### config.mk
export PLATFORM = sky130hd
export DESIGN_NAME = bsp_ctrl
export DESIGN_NICKNAME = d
export VERILOG_FILES = /design/src/hdl/bsp_pkg.sv /design/src/hdl/bsp_ctrl.sv
export SDC_FILE = /design/constraint.sdc
export NUM_CORES = 1
export LEC_CHECK = 0
export BUFFER_PORTS_ARGS = -buffer_cell sky130_fd_sc_hd__clkbuf_2
export CELL_PAD_IN_SITES_DETAIL_PLACEMENT = 0
export CELL_PAD_IN_SITES_GLOBAL_PLACEMENT = 1
export CORE_MARGIN = 1.5
export CORE_UTILIZATION = 31
export DETAILED_ROUTE_END_ITERATION = 16
export PLACE_DENSITY_LB_ADDON = 0.1
export RECOVER_POWER = 50
export SYNTH_ARGS = -nofsm -noshare
export SYNTH_HDL_FRONTEND = slang
export SYNTH_SLANG_ARGS = --single-unit
### constraint.sdc
create_clock -name clk -period 1.8 [get_ports clk]
set_input_delay 0 -clock clk [delete_from_list [all_inputs] [get_ports clk]]
set_output_delay 0 -clock clk [all_outputs]
set_load 0.01 [all_outputs]
### src/hdl/bsp_pkg.sv
// Shared types and constants for the brush stroke painter.
// Used by bsp_ctrl, bsp_dpath and brush_stroke_painter; depends on nothing.
`default_nettype none

package bsp_pkg;

	// canvas geometry
	localparam int MAX_WIDTH  = 512;
	localparam int MAX_HEIGHT = 512;
	localparam int MAX_BRUSH  = 16;
	localparam int DEPTH      = MAX_WIDTH * MAX_HEIGHT;
	localparam int ADDR_W     = $clog2(DEPTH);
	localparam int COL_W      = $clog2(MAX_WIDTH);
	localparam int ROW_W      = $clog2(MAX_HEIGHT);
	localparam int SPAN_W     = $clog2(MAX_WIDTH + 1);

	// field widths
	localparam int POS_W      = 11;
	localparam int DELTA_W    = 9;
	localparam int MAG_W      = 9;
	localparam int COLOR_W    = 32;
	localparam int DIM_W      = 10;
	localparam int BSZ_W      = 5;
	localparam int CRD_W      = 13;
	localparam int OFS_W      = BSZ_W + 1;
	localparam int CFG_IDX_W  = 2;
	localparam int CFG_DATA_W = 10;

	localparam logic [COLOR_W-1:0] WHITE       = 32'hFFFF_FFFF;
	localparam logic [DIM_W-1:0]   RESET_DIM   = 10'd500;
	localparam logic [BSZ_W-1:0]   RESET_BRUSH = 5'd5;

	localparam logic OP_PAINT = 1'b0;
	localparam logic OP_READ  = 1'b1;

	localparam logic [CFG_IDX_W-1:0] REG_WIDTH  = 2'd0;
	localparam logic [CFG_IDX_W-1:0] REG_HEIGHT = 2'd1;
	localparam logic [CFG_IDX_W-1:0] REG_BRUSH  = 2'd2;

	typedef enum logic [3:0] {
		ST_CLEAR,
		ST_IDLE,
		ST_DISPATCH,
		ST_READ_WAIT,
		ST_STAMP,
		ST_ROW,
		ST_PAINT,
		ST_ROW_NEXT,
		ST_STEP,
		ST_RESP
	} bsp_state_t;

	typedef struct packed {
		logic clr;       // write white at the sweep address, advance sweep
		logic load;      // capture the input word
		logic rd;        // issue the pixel read
		logic row_init;  // start the stamp at its top row
		logic row_setup; // latch the clipped span of the current row
		logic paint;     // write one pixel, advance column
		logic row_inc;   // advance to the next row of the stamp
		logic step;      // move the cursor one step along the deltas
		logic out_load;  // load the result register
	} bsp_cmd_t;

	typedef struct packed {
		logic clear_done;
		logic op_read;
		logic center_in;
		logic row_ok;
		logic paint_last;
		logic row_last;
		logic walk_done;
		logic out_free;
	} bsp_sts_t;

endpackage

`default_nettype wire

### src/hdl/bsp_ctrl.sv
// Controller state machine of the brush stroke painter.
// Depends on bsp_pkg; drives bsp_dpath through bsp_cmd_t and reads bsp_sts_t.
`default_nettype none

module bsp_ctrl (
	input  logic              clk,
	input  logic              arst_n,
	input  logic              in_valid,
	output logic              in_ready,
	input  bsp_pkg::bsp_sts_t sts,
	output bsp_pkg::bsp_cmd_t cmd
);
	import bsp_pkg::*;

	bsp_state_t state_q;
	bsp_state_t state_nx;

	always_ff @(posedge clk or negedge arst_n) begin
		if (!arst_n) begin
			state_q <= ST_CLEAR;
		end else begin
			state_q <= state_nx;
		end
	end

	always_comb begin
		state_nx = state_q;
		case (state_q)
			ST_CLEAR: begin
				if (sts.clear_done) state_nx = ST_IDLE;
			end
			ST_IDLE: begin
				if (in_valid) state_nx = ST_DISPATCH;
			end
			ST_DISPATCH: begin
				state_nx = sts.op_read ? ST_READ_WAIT : ST_STAMP;
			end
			ST_READ_WAIT: begin
				state_nx = ST_RESP;
			end
			ST_STAMP: begin
				state_nx = sts.center_in ? ST_ROW : ST_STEP;
			end
			ST_ROW: begin
				state_nx = sts.row_ok ? ST_PAINT : ST_ROW_NEXT;
			end
			ST_PAINT: begin
				if (sts.paint_last) state_nx = ST_ROW_NEXT;
			end
			ST_ROW_NEXT: begin
				state_nx = sts.row_last ? ST_STEP : ST_ROW;
			end
			ST_STEP: begin
				state_nx = sts.walk_done ? ST_RESP : ST_STAMP;
			end
			ST_RESP: begin
				if (sts.out_free) state_nx = ST_IDLE;
			end
			default: begin
				state_nx = ST_IDLE;
			end
		endcase
	end

	always_comb begin
		cmd      = '0;
		in_ready = 1'b0;
		case (state_q)
			ST_CLEAR: begin
				cmd.clr = 1'b1;
			end
			ST_IDLE: begin
				in_ready = 1'b1;
				cmd.load = in_valid;
			end
			ST_DISPATCH: begin
				cmd.rd = sts.op_read;
			end
			ST_STAMP: begin
				cmd.row_init = sts.center_in;
			end
			ST_ROW: begin
				cmd.row_setup = 1'b1;
			end
			ST_PAINT: begin
				cmd.paint = 1'b1;
			end
			ST_ROW_NEXT: begin
				cmd.row_inc = !sts.row_last;
			end
			ST_STEP: begin
				cmd.step = !sts.walk_done;
			end
			ST_RESP: begin
				cmd.out_load = sts.out_free;
			end
			default: begin
				cmd = '0;
			end
		endcase
	end

endmodule

`default_nettype wire

==> flow_metrics.py, run 1 <==
metrics = {
    "floorplan": {
        "fp.dieArea_um2": 1590,
        "ios": 21,
        "die_y_um": 39.9,
        "coreArea_um2": 1280,
        "chipWidth_um": 39.9,
        "placementRows": 13,
        "start_util_pct": 32.9,
    },
    "timing": {
        "rsz0062_at_grt": "no",
        "finalHoldViolations": 0,
        "finalSetupViolCount": 0,
        "skew_ns": 0.00395,
        "slew_viol_final": 0,
        "max_freq_mhz": 700,
        "slew_headroom_pct": 69.8,
        "tightest_slew_ns": 0.453,
        "tns_ns": 0,
        "period_share_pct": 79.3,
        "finalCriticalPeriod_ns": 1.43,
    },
    "setup_path": {
        "crit_chain": "inv_1, nor4_2, clkbuf_2",
        "crit_required_ns": 1.80,
        "cp_slowest_cell": "dfrtp_1",
        "reg2regPathDepth": 4,
        "crit_family": "flip-flops",
        "cp-end-kind": "output pin",
        "regToRegEndpoint": "state_q[0]",
        "cp.arrival_ns": 1.43,
        "path_class": "flop to output pin",
        "path_buf_inv": 2,
        "start_kind": "flop",
        "rrSetupSlack_ns": 0.41,
        "cp_max_fo": 13,
        "crit_path_max_incr_delay_ns": 0.56,
        "timing.rr.start": "state_q[3]",
    },
    "min_path": {
        "worstHoldStart": "in_valid",
        "min_to": "state_q[1]",
        "holdPathStages": 3,
        "hold_path.class": "input port to flop",
    },
    "power": {
        "p_per_area_nw_per_um2": 1490,
        "report.power.total_uw": 804,
        "switching_share_pct": 48.2,
        "p_leak_nw": 0.265,
        "p_sw_uw": 388,
        "power.internal_uw": 416,
        "vdd_drop_max_uv": 499,
        "p_seq_share_pct": 30.4,
        "pwr-share-clk_pct": 13.4,
        "comb_power_share_pct": 56.2,
    },
    "cells_and_area": {
        "nNetsFinal": 90,
        "num_antenna_cells": 0,
        "regMostFlops": "state_q",
        "syn2layout_area_growth_pct": 27.8,
        "final_cell_mix": "clkbuf_2 (17), nor2_1 (6), and3_1 (4), nand2_1 (4), dfrtp_1 (4)",
        "largest_register_ffs": 4,
        "drive_above_1_share_pct": 31.2,
        "final_common_cell": "clkbuf_2",
        "top_regs": "state_q (4)",
    },
    "detailed_routing": {
        "wl_per_cell_um": 12.5,
        "dr.pass1.iters": 4,
        "drt_iter0_drc": 16,
        "remaining_drc_errors": 0,
        "viasPerCell": 5.50,
        "vias": 506,
        "routed_wl_um": 1150,
        "final_antenna_net_count": 0,
    },
    "clock_tree": {
        "path_clk_slew_ns": 0.04,
        "cts.htree.levels": 1,
        "cts.path.max_buffers": 2,
        "cts_sinks": 4,
        "clkLatencyLatePin_ns": 0.23,
        "cts_tree": "done",
        "cts-root-buf": "clkbuf_4",
        "ctsHoldBuffers": 1,
        "post-cts-setup-buffers": 0,
        "numCtsBuffers": 3,
        "cts-resized-gates": 0,
    },
    "synth": {
        "synth_warnings": 0,
        "yosysSeqAreaShare_pct": 23.7,
        "synth_nets": 67,
        "avgSynthCellArea_um2": 7.55,
        "ys_seq_elements": 4,
        "synthDistinctLibCells": 27,
        "synth_area_um2": 423,
        "synthCells": 56,
    },
    "global_routing": {
        "grt_use_total_pct": 17.1,
        "grt-ovfl-total": 0,
        "grt_pass1_vias": 424,
        "grt_max_degree": 17,
        "antenna_found_initial": 0,
        "grt_pass1_wl_um": 1820,
    },
    "placement": {
        "dpl.hpwl_um": 878,
        "io_buffers": 20,
        "place.gp.congestion": 0.803,
    },
    "flow_run": {
        "cap_violations": 0,
    },
    "run_status": {
        "outcome": "finished, final reports clean",
    },
}
[cell families (layout without fill, tap and decap cells)]
logic type	after synthesis	count (layout)	synth area share, %
AND/OR/NAND/NOR	29	29	37.6
AO/OA/AOI/OAI	14	14	24.0
multiplexers	1	1	2.37
flip-flops	4	4	23.7
buffers and inverters	8	29	12.4
[area by class of cell]
class                           count  area, µm²
Tap cell                           15       18.8
Inverter                            4       15.0
Fill cell                         143        744
Sequential cell                     4        100
Multi-Input combinational cell     44        270
Timing Repair Buffer               22        114
Clock buffer                        3       22.5
[synth_stat cells (all sizes together)]
master,n,area [µm²]
a22o,2,17.5
nor4,3,25.0
a32oi,1,8.76
buf,4,37.5
nor3,3,15.0
o32ai,2,17.5
and2b,2,15.0
nand2,4,15.0
a21oi,1,5.00
o22ai,1,6.26
and3,4,25.0
nand3,2,10.0
a31oi,2,12.5
o21ai,3,15.0
dfrtp,4,100
nor2b,3,18.8
nor2,7,28.8
mux2i,1,10.0
inv,4,15.0
o22a,1,8.76
nand2b,1,6.26
o32a,1,10.0
[stage by stage]
step | setup WS, ns | cell area [µm²] | cells | util, % | hold WS (ns)
floorplan | 0.692 | 423 | 56 | - | -0.296
global placement | 0.404 | 512 | 88 | 39.8 | -0.186
detailed placement | 0.414 | 512 | 88 | 39.8 | -0.182
CTS | 0.364 | 544 | 92 | 42.4 | 0.104
global route | 0.234 | 541 | 92 | 42.1 | 0.146
finish | 0.372 | 541 | 92 | 42.1 | 0.107
[worst max path at each step]
stage | startpoint | slack (ns) | cells after the start | end
2_1_floorplan | state_q[2] | 0.69 | 4 | state_q[0]
6_report | state_q[0] | 0.37 | 3 | cmd[2]
5_1_grt | state_q[0] | 0.23 | 3 | cmd[2]
3_3_place_gp | state_q[3] | 0.40 | 4 | state_q[0]
3_5_place_dp | state_q[3] | 0.41 | 4 | state_q[0]
4_1_cts | state_q[2] | 0.36 | 3 | cmd[1]
[power by group through the flow]
stage / clock network, mW / registers [mW] / logic, mW
global placement: 0 / 0.249 / 0.468
detailed placement: 0 / 0.244 / 0.460
CTS: 0.113 / 0.243 / 0.463
finish: 0.108 / 0.244 / 0.452
floorplan: 0 / 0.164 / 0.446
global route: 0.118 / 0.259 / 0.511
[layer usage]
metal,vias up,track usage (%),wire (µm)
met5,-,0,0
met4,0,10.3,0
met3,0,1.67,63
met2,17,27.4,543
met1,235,21.7,541
li1,254,-,-
[worst register-to-register path: stages (launching register included)]
cell	delay, ns
dfrtp_1	0.55
nor2b_1	0.26
a32oi_1	0.09
o22a_1	0.22
o32a_1	0.16
Note: power is estimated with default switching activity, not from simulation.
==> run 2: changes to the inputs <==
- CORE_UTILIZATION: 31 -> 29
- clock period: 1.8 -> 1.5 ns (I/O delays scaled with it)
==> run 2 against run 1 <==
Compared with the run above:
- highest routed layer is now met4
- critical path type unchanged
- clock-buffer cell count stayed put
- utilization grew 0.52 points
- first-iteration DRC count rose by 31%
- largest power group unchanged
==> flow_metrics.py, run 2 (same netlist as run 1, synthesis figures left out) <==
metrics = {
    "run_status": {
        "outcome": "finished, final reports clean",
    },
    "detailed_routing": {
        "vias": 511,
        "remaining_drc_errors": 0,
        "viasPerCell": 5.38,
        "drt_iter0_drc": 21,
        "final_antenna_net_count": 0,
        "dr.pass1.iters": 4,
        "wl_per_cell_um": 12.7,
        "routed_wl_um": 1210,
    },
    "setup_path": {
        "crit_chain": "buf_4, inv_1, nor4_2, clkbuf_2",
        "crit_required_ns": 1.50,
        "rrSetupSlack_ns": 0.17,
        "cp-end-kind": "output pin",
        "timing.rr.start": "state_q[3]",
        "regToRegEndpoint": "state_q[0]",
        "crit_path_max_incr_delay_ns": 0.44,
        "cp.arrival_ns": 1.35,
        "start_kind": "flop",
        "path_class": "flop to output pin",
        "cp_slowest_cell": "dfrtp_2",
        "critPathLaunch": "state_q[1]",
        "crit_family": "flip-flops",
        "path_buf_inv": 3,
        "reg2regPathDepth": 4,
        "cp_max_fo": 8,
    },
    "power": {
        "comb_power_share_pct": 60.1,
        "pwr-share-clk_pct": 13.1,
        "switching_share_pct": 46.9,
        "p_seq_share_pct": 26.8,
        "p_sw_uw": 490,
        "p_per_area_nw_per_um2": 1840,
        "vdd_drop_max_uv": 738,
        "p_leak_nw": 0.278,
        "power.internal_uw": 555,
    },
    "cells_and_area": {
        "regArea_um2": 104,
        "drive_above_1_share_pct": 40.0,
        "top_regs": "state_q (4)",
        "design_area_um2": 568,
        "final_cell_mix": "clkbuf_2 (18), nor2_1 (6), and3_1 (4), nand2_1 (4), buf_4 (4)",
        "largest_register_ffs": 4,
        "fin_cells": 95,
        "syn2layout_area_growth_pct": 34.3,
        "final_common_cell": "clkbuf_2",
        "num_antenna_cells": 0,
        "nNetsFinal": 93,
        "multiInputGateArea_um2": 270,
        "num-fill-cells": 152,
        "regMostFlops": "state_q",
    },
    "timing": {
        "max_freq_mhz": 741,
        "rsz0062_at_grt": "no",
        "slew_headroom_pct": 79.3,
        "finalCriticalPeriod_ns": 1.35,
        "period_share_pct": 90.0,
        "tns_ns": 0,
        "tightest_slew_ns": 0.310,
        "slew_viol_final": 0,
        "skew_ns": 0.00465,
        "finalHoldViolations": 0,
        "finalSetupViolCount": 0,
    },
    "clock_tree": {
        "post-cts-setup-buffers": 0,
        "cts.htree.levels": 1,
        "cts_sinks": 4,
        "cts_tree": "done",
        "cts.path.max_buffers": 2,
        "cts-root-buf": "clkbuf_4",
        "path_clk_slew_ns": 0.04,
        "clkLatencyLatePin_ns": 0.24,
        "numCtsBuffers": 3,
    },
    "floorplan": {
        "chipWidth_um": 41.2,
        "ios": 21,
        "coreArea_um2": 1330,
        "die_y_um": 41.2,
        "placementRows": 13,
        "fp.dieArea_um2": 1700,
        "start_util_pct": 31.7,
    },
    "global_routing": {
        "antenna_found_initial": 0,
        "grt_pass1_vias": 384,
        "grt_use_total_pct": 17.0,
        "grt_pass1_wl_um": 1740,
        "grt-ovfl-total": 0,
        "grt_max_degree": 17,
    },
    "placement": {
        "post-place-cells": 91,
        "io_buffers": 20,
        "place.gp.congestion": 0.790,
        "dpl.hpwl_um": 898,
        "postPlaceCellArea_um2": 534,
    },
    "flow_run": {
        "cap_violations": 0,
    },
    "min_path": {
        "hold_path.class": "input port to asynchronous set/reset pin",
    },
}
run 2: changes by cell type in the layout (fill, tap and decap cells not counted):
cell,before,now
buf_4,1,4
clkbuf_1,3,2
clkbuf_2,17,18
dfrtp_1,4,1
dfrtp_2,0,3
inv_1,3,2
inv_2,1,2
run 2: worst max-delay path by stage:
stage,end,slack (ns),depth (start not counted)
2_1_floorplan,state_q[0],0.39,4
3_3_place_gp,state_q[0],0.20,4
3_5_place_dp,state_q[0],0.19,4
4_1_cts,cmd[2],0.06,4
5_1_grt,cmd[2],0.05,4
6_report,cmd[2],0.15,4
run 2: cell type report:
| type | count | share of cell area, % |
|---|---|---|
| multi-input combinational | 44 | 47.6 |
| clock buffer | 3 | 3.96 |
| sequential | 4 | 18.3 |
| tap | 15 | 3.30 |
| inverter | 4 | 2.64 |
| timing repair buffer | 25 | 24.2 |
run 2: timing repair:
item                                    in CTS  in global routing
endpoints found under the setup margin       0                  1
resized for setup                            0                  3
hold buffers                                 1                  0
hold endpoints to repair                     4                  0
run 2: metrics by stage:
step | util, % | hold slack [ns] | power (mW) | setup slack [ns]
global placement | 40.1 | -0.186 | 0.904 | 0.201
floorplan | - | -0.296 | 0.732 | 0.392
global route | 42.6 | 0.145 | 1.15 | 0.0516
detailed placement | 40.1 | -0.186 | 0.889 | 0.189
finish | 42.6 | 0.116 | 1.04 | 0.150
CTS | 42.5 | 0.0961 | 1.04 | 0.0562
run 2: power groups by stage:
stage / Clock, mW / Sequential, mW / Combinational (mW)
finish: 0.137 / 0.280 / 0.628
global route: 0.160 / 0.296 / 0.692
CTS: 0.144 / 0.269 / 0.623
detailed placement: 0 / 0.270 / 0.619
global placement: 0 / 0.276 / 0.628
floorplan: 0 / 0.197 / 0.535
run 2: metal layers:
layer	global-route usage (%)	part of all wire (%)	vias up
li1	-	-	256
met1	20.6	45	226
met2	24.2	43	23
met3	8.15	6.6	6
met4	9.68	4.2	0
met5	0	0	-
==> run 3: changes to the inputs <==
- MAX_ROUTING_LAYER: unset -> met4
- PLACE_DENSITY_LB_ADDON: 0.1 -> 0.12
==> run 3 against run 2 <==
Compared with the run above:
- final cell count unchanged
- highest routed layer is now met3
- hold slack worse by 0.0023 ns
- clock power shrank 4%
- via count fell by 3.3%
- critical path type unchanged
==> flow_metrics.py, run 3 (same netlist as run 1, synthesis figures left out) <==
metrics = {
    "run_status": {
        "outcome": "finished, final reports clean",
    },
    "floorplan": {
        "fp.dieArea_um2": 1700,
        "die_y_um": 41.2,
        "chipWidth_um": 41.2,
        "ios": 21,
        "placementRows": 13,
        "coreArea_um2": 1330,
        "start_util_pct": 31.7,
    },
    "cells_and_area": {
        "syn2layout_area_growth_pct": 33.1,
        "num_antenna_cells": 0,
        "fin_cells": 95,
        "regMostFlops": "state_q",
        "fin_util_pct": 42.2,
        "final_cell_mix": "clkbuf_2 (18), nor2_1 (6), and3_1 (4), nand2_1 (4)",
        "largest_register_ffs": 4,
        "top_regs": "state_q (4)",
        "design_area_um2": 563,
        "final_common_cell": "clkbuf_2",
        "nNetsFinal": 93,
        "drive_above_1_share_pct": 37.5,
    },
    "placement": {
        "io_buffers": 20,
        "postPlaceCellArea_um2": 534,
        "place.gp.congestion": 0.777,
        "dpl.hpwl_um": 909,
        "post-place-cells": 91,
    },
    "setup_path": {
        "cp_max_fo": 11,
        "crit_required_ns": 1.50,
        "cp-end-kind": "output pin",
        "reg2regPathDepth": 4,
        "cp.arrival_ns": 1.35,
        "path_class": "flop to output pin",
        "start_kind": "flop",
    },
    "timing": {
        "slew_headroom_pct": 80.8,
        "period_share_pct": 90.1,
        "skew_ns": 0.000251,
        "tightest_slew_ns": 0.285,
        "slew_viol_final": 0,
        "finalHoldViolations": 0,
        "finalCriticalPeriod_ns": 1.35,
        "tns_ns": 0,
        "rsz0062_at_grt": "no",
        "finalSetupViolCount": 0,
        "max_freq_mhz": 740,
    },
    "clock_tree": {
        "post-cts-setup-buffers": 0,
        "path_clk_slew_ns": 0.04,
        "cts.htree.levels": 1,
        "cts.path.max_buffers": 2,
        "cts-root-buf": "clkbuf_4",
        "cts_sinks": 4,
        "cts_tree": "done",
        "numCtsBuffers": 3,
        "clkLatencyLatePin_ns": 0.23,
    },
    "min_path": {
        "holdPathStages": 3,
        "hold_path.class": "input port to flop",
    },
    "global_routing": {
        "grt_use_total_pct": 16.2,
        "grt_pass1_wl_um": 1690,
        "antenna_found_initial": 0,
        "grt_max_degree": 14,
        "grt_pass1_vias": 431,
        "grt-ovfl-total": 0,
    },
    "detailed_routing": {
        "final_antenna_net_count": 0,
        "wl_per_cell_um": 11.9,
        "drt_iter0_drc": 7,
        "vias": 494,
        "routed_wl_um": 1130,
        "dr.pass1.iters": 4,
        "viasPerCell": 5.20,
        "remaining_drc_errors": 0,
    },
    "power": {
        "p_per_area_nw_per_um2": 1820,
        "p_seq_share_pct": 25.4,
        "power.internal_uw": 545,
        "p_leak_nw": 0.275,
        "switching_share_pct": 46.7,
        "vdd_drop_max_uv": 532,
        "p_sw_uw": 478,
        "pwr-share-clk_pct": 12.8,
        "comb_power_share_pct": 61.8,
    },
    "flow_run": {
        "cap_violations": 0,
    },
}
run 3: cell count changes in the layout (fill, tap and decap cells not counted), sizes merged:
cell	delta
clkbuf	+1
buf	-1
run 3: cell type report:
class | count | area, µm²
fillers | 149 | 771
clock buffers | 3 | 22.5
inverters | 4 | 15.0
multi-input cells | 44 | 270
flip-flops and latches | 4 | 103
well taps | 15 | 18.8
repair buffers | 25 | 134
run 3: timing repair:
action | in CTS | in global routing
gates resized for setup | 0 | 2
endpoints found under the setup margin | 0 | 3
endpoints found under the hold margin | 4 | 0
hold buffers | 1 | 0
run 3: worst paths after layout:
kind,start,endpoint,slack (ns)
min in group asynchronous,arst_n,state_q[0],0.13
worst max register to register,state_q[2],state_q[0],0.20
worst min register to register,state_q[2],state_q[1],0.77
worst min-delay path,in_valid,state_q[1],0.11
worst max-delay path,state_q[1],cmd[2],0.15
max in group asynchronous,arst_n,state_q[2],1.17
run 3: worst max-delay path, stage by stage (launching register included):
cell and delay, ns:
dfrtp_2 0.46, buf_4 0.17, inv_1 0.07, nor4_2 0.25, clkbuf_2 0.17
run 3: power by group through the flow:
stage	combinational [mW]	sequential, mW	clock (mW)
global placement	0.656	0.257	0
CTS	0.643	0.255	0.138
finish	0.632	0.260	0.131
global route	0.701	0.271	0.147
floorplan	0.535	0.197	0
detailed placement	0.639	0.256	0
run 3: per-layer routing:
layer / vias to the layer above / wire [µm] / track usage [%]
li1: 257 / - / -
met1: 223 / 551 / 19.8
met2: 14 / 529 / 25.4
met3: 0 / 51 / 4.89
met4: 0 / 0 / 4.84
met5: - / 0 / -
run 3: metrics by stage:
step                      worst slack [ns]  power, mW  hold WS [ns]
after global routing                0.0377       1.12         0.157
after floorplan                      0.392      0.732        -0.296
final                                0.148       1.02         0.114
after global placement               0.178      0.914        -0.190
after CTS                           0.0421       1.04        0.0992
after detailed placement             0.173      0.895        -0.188
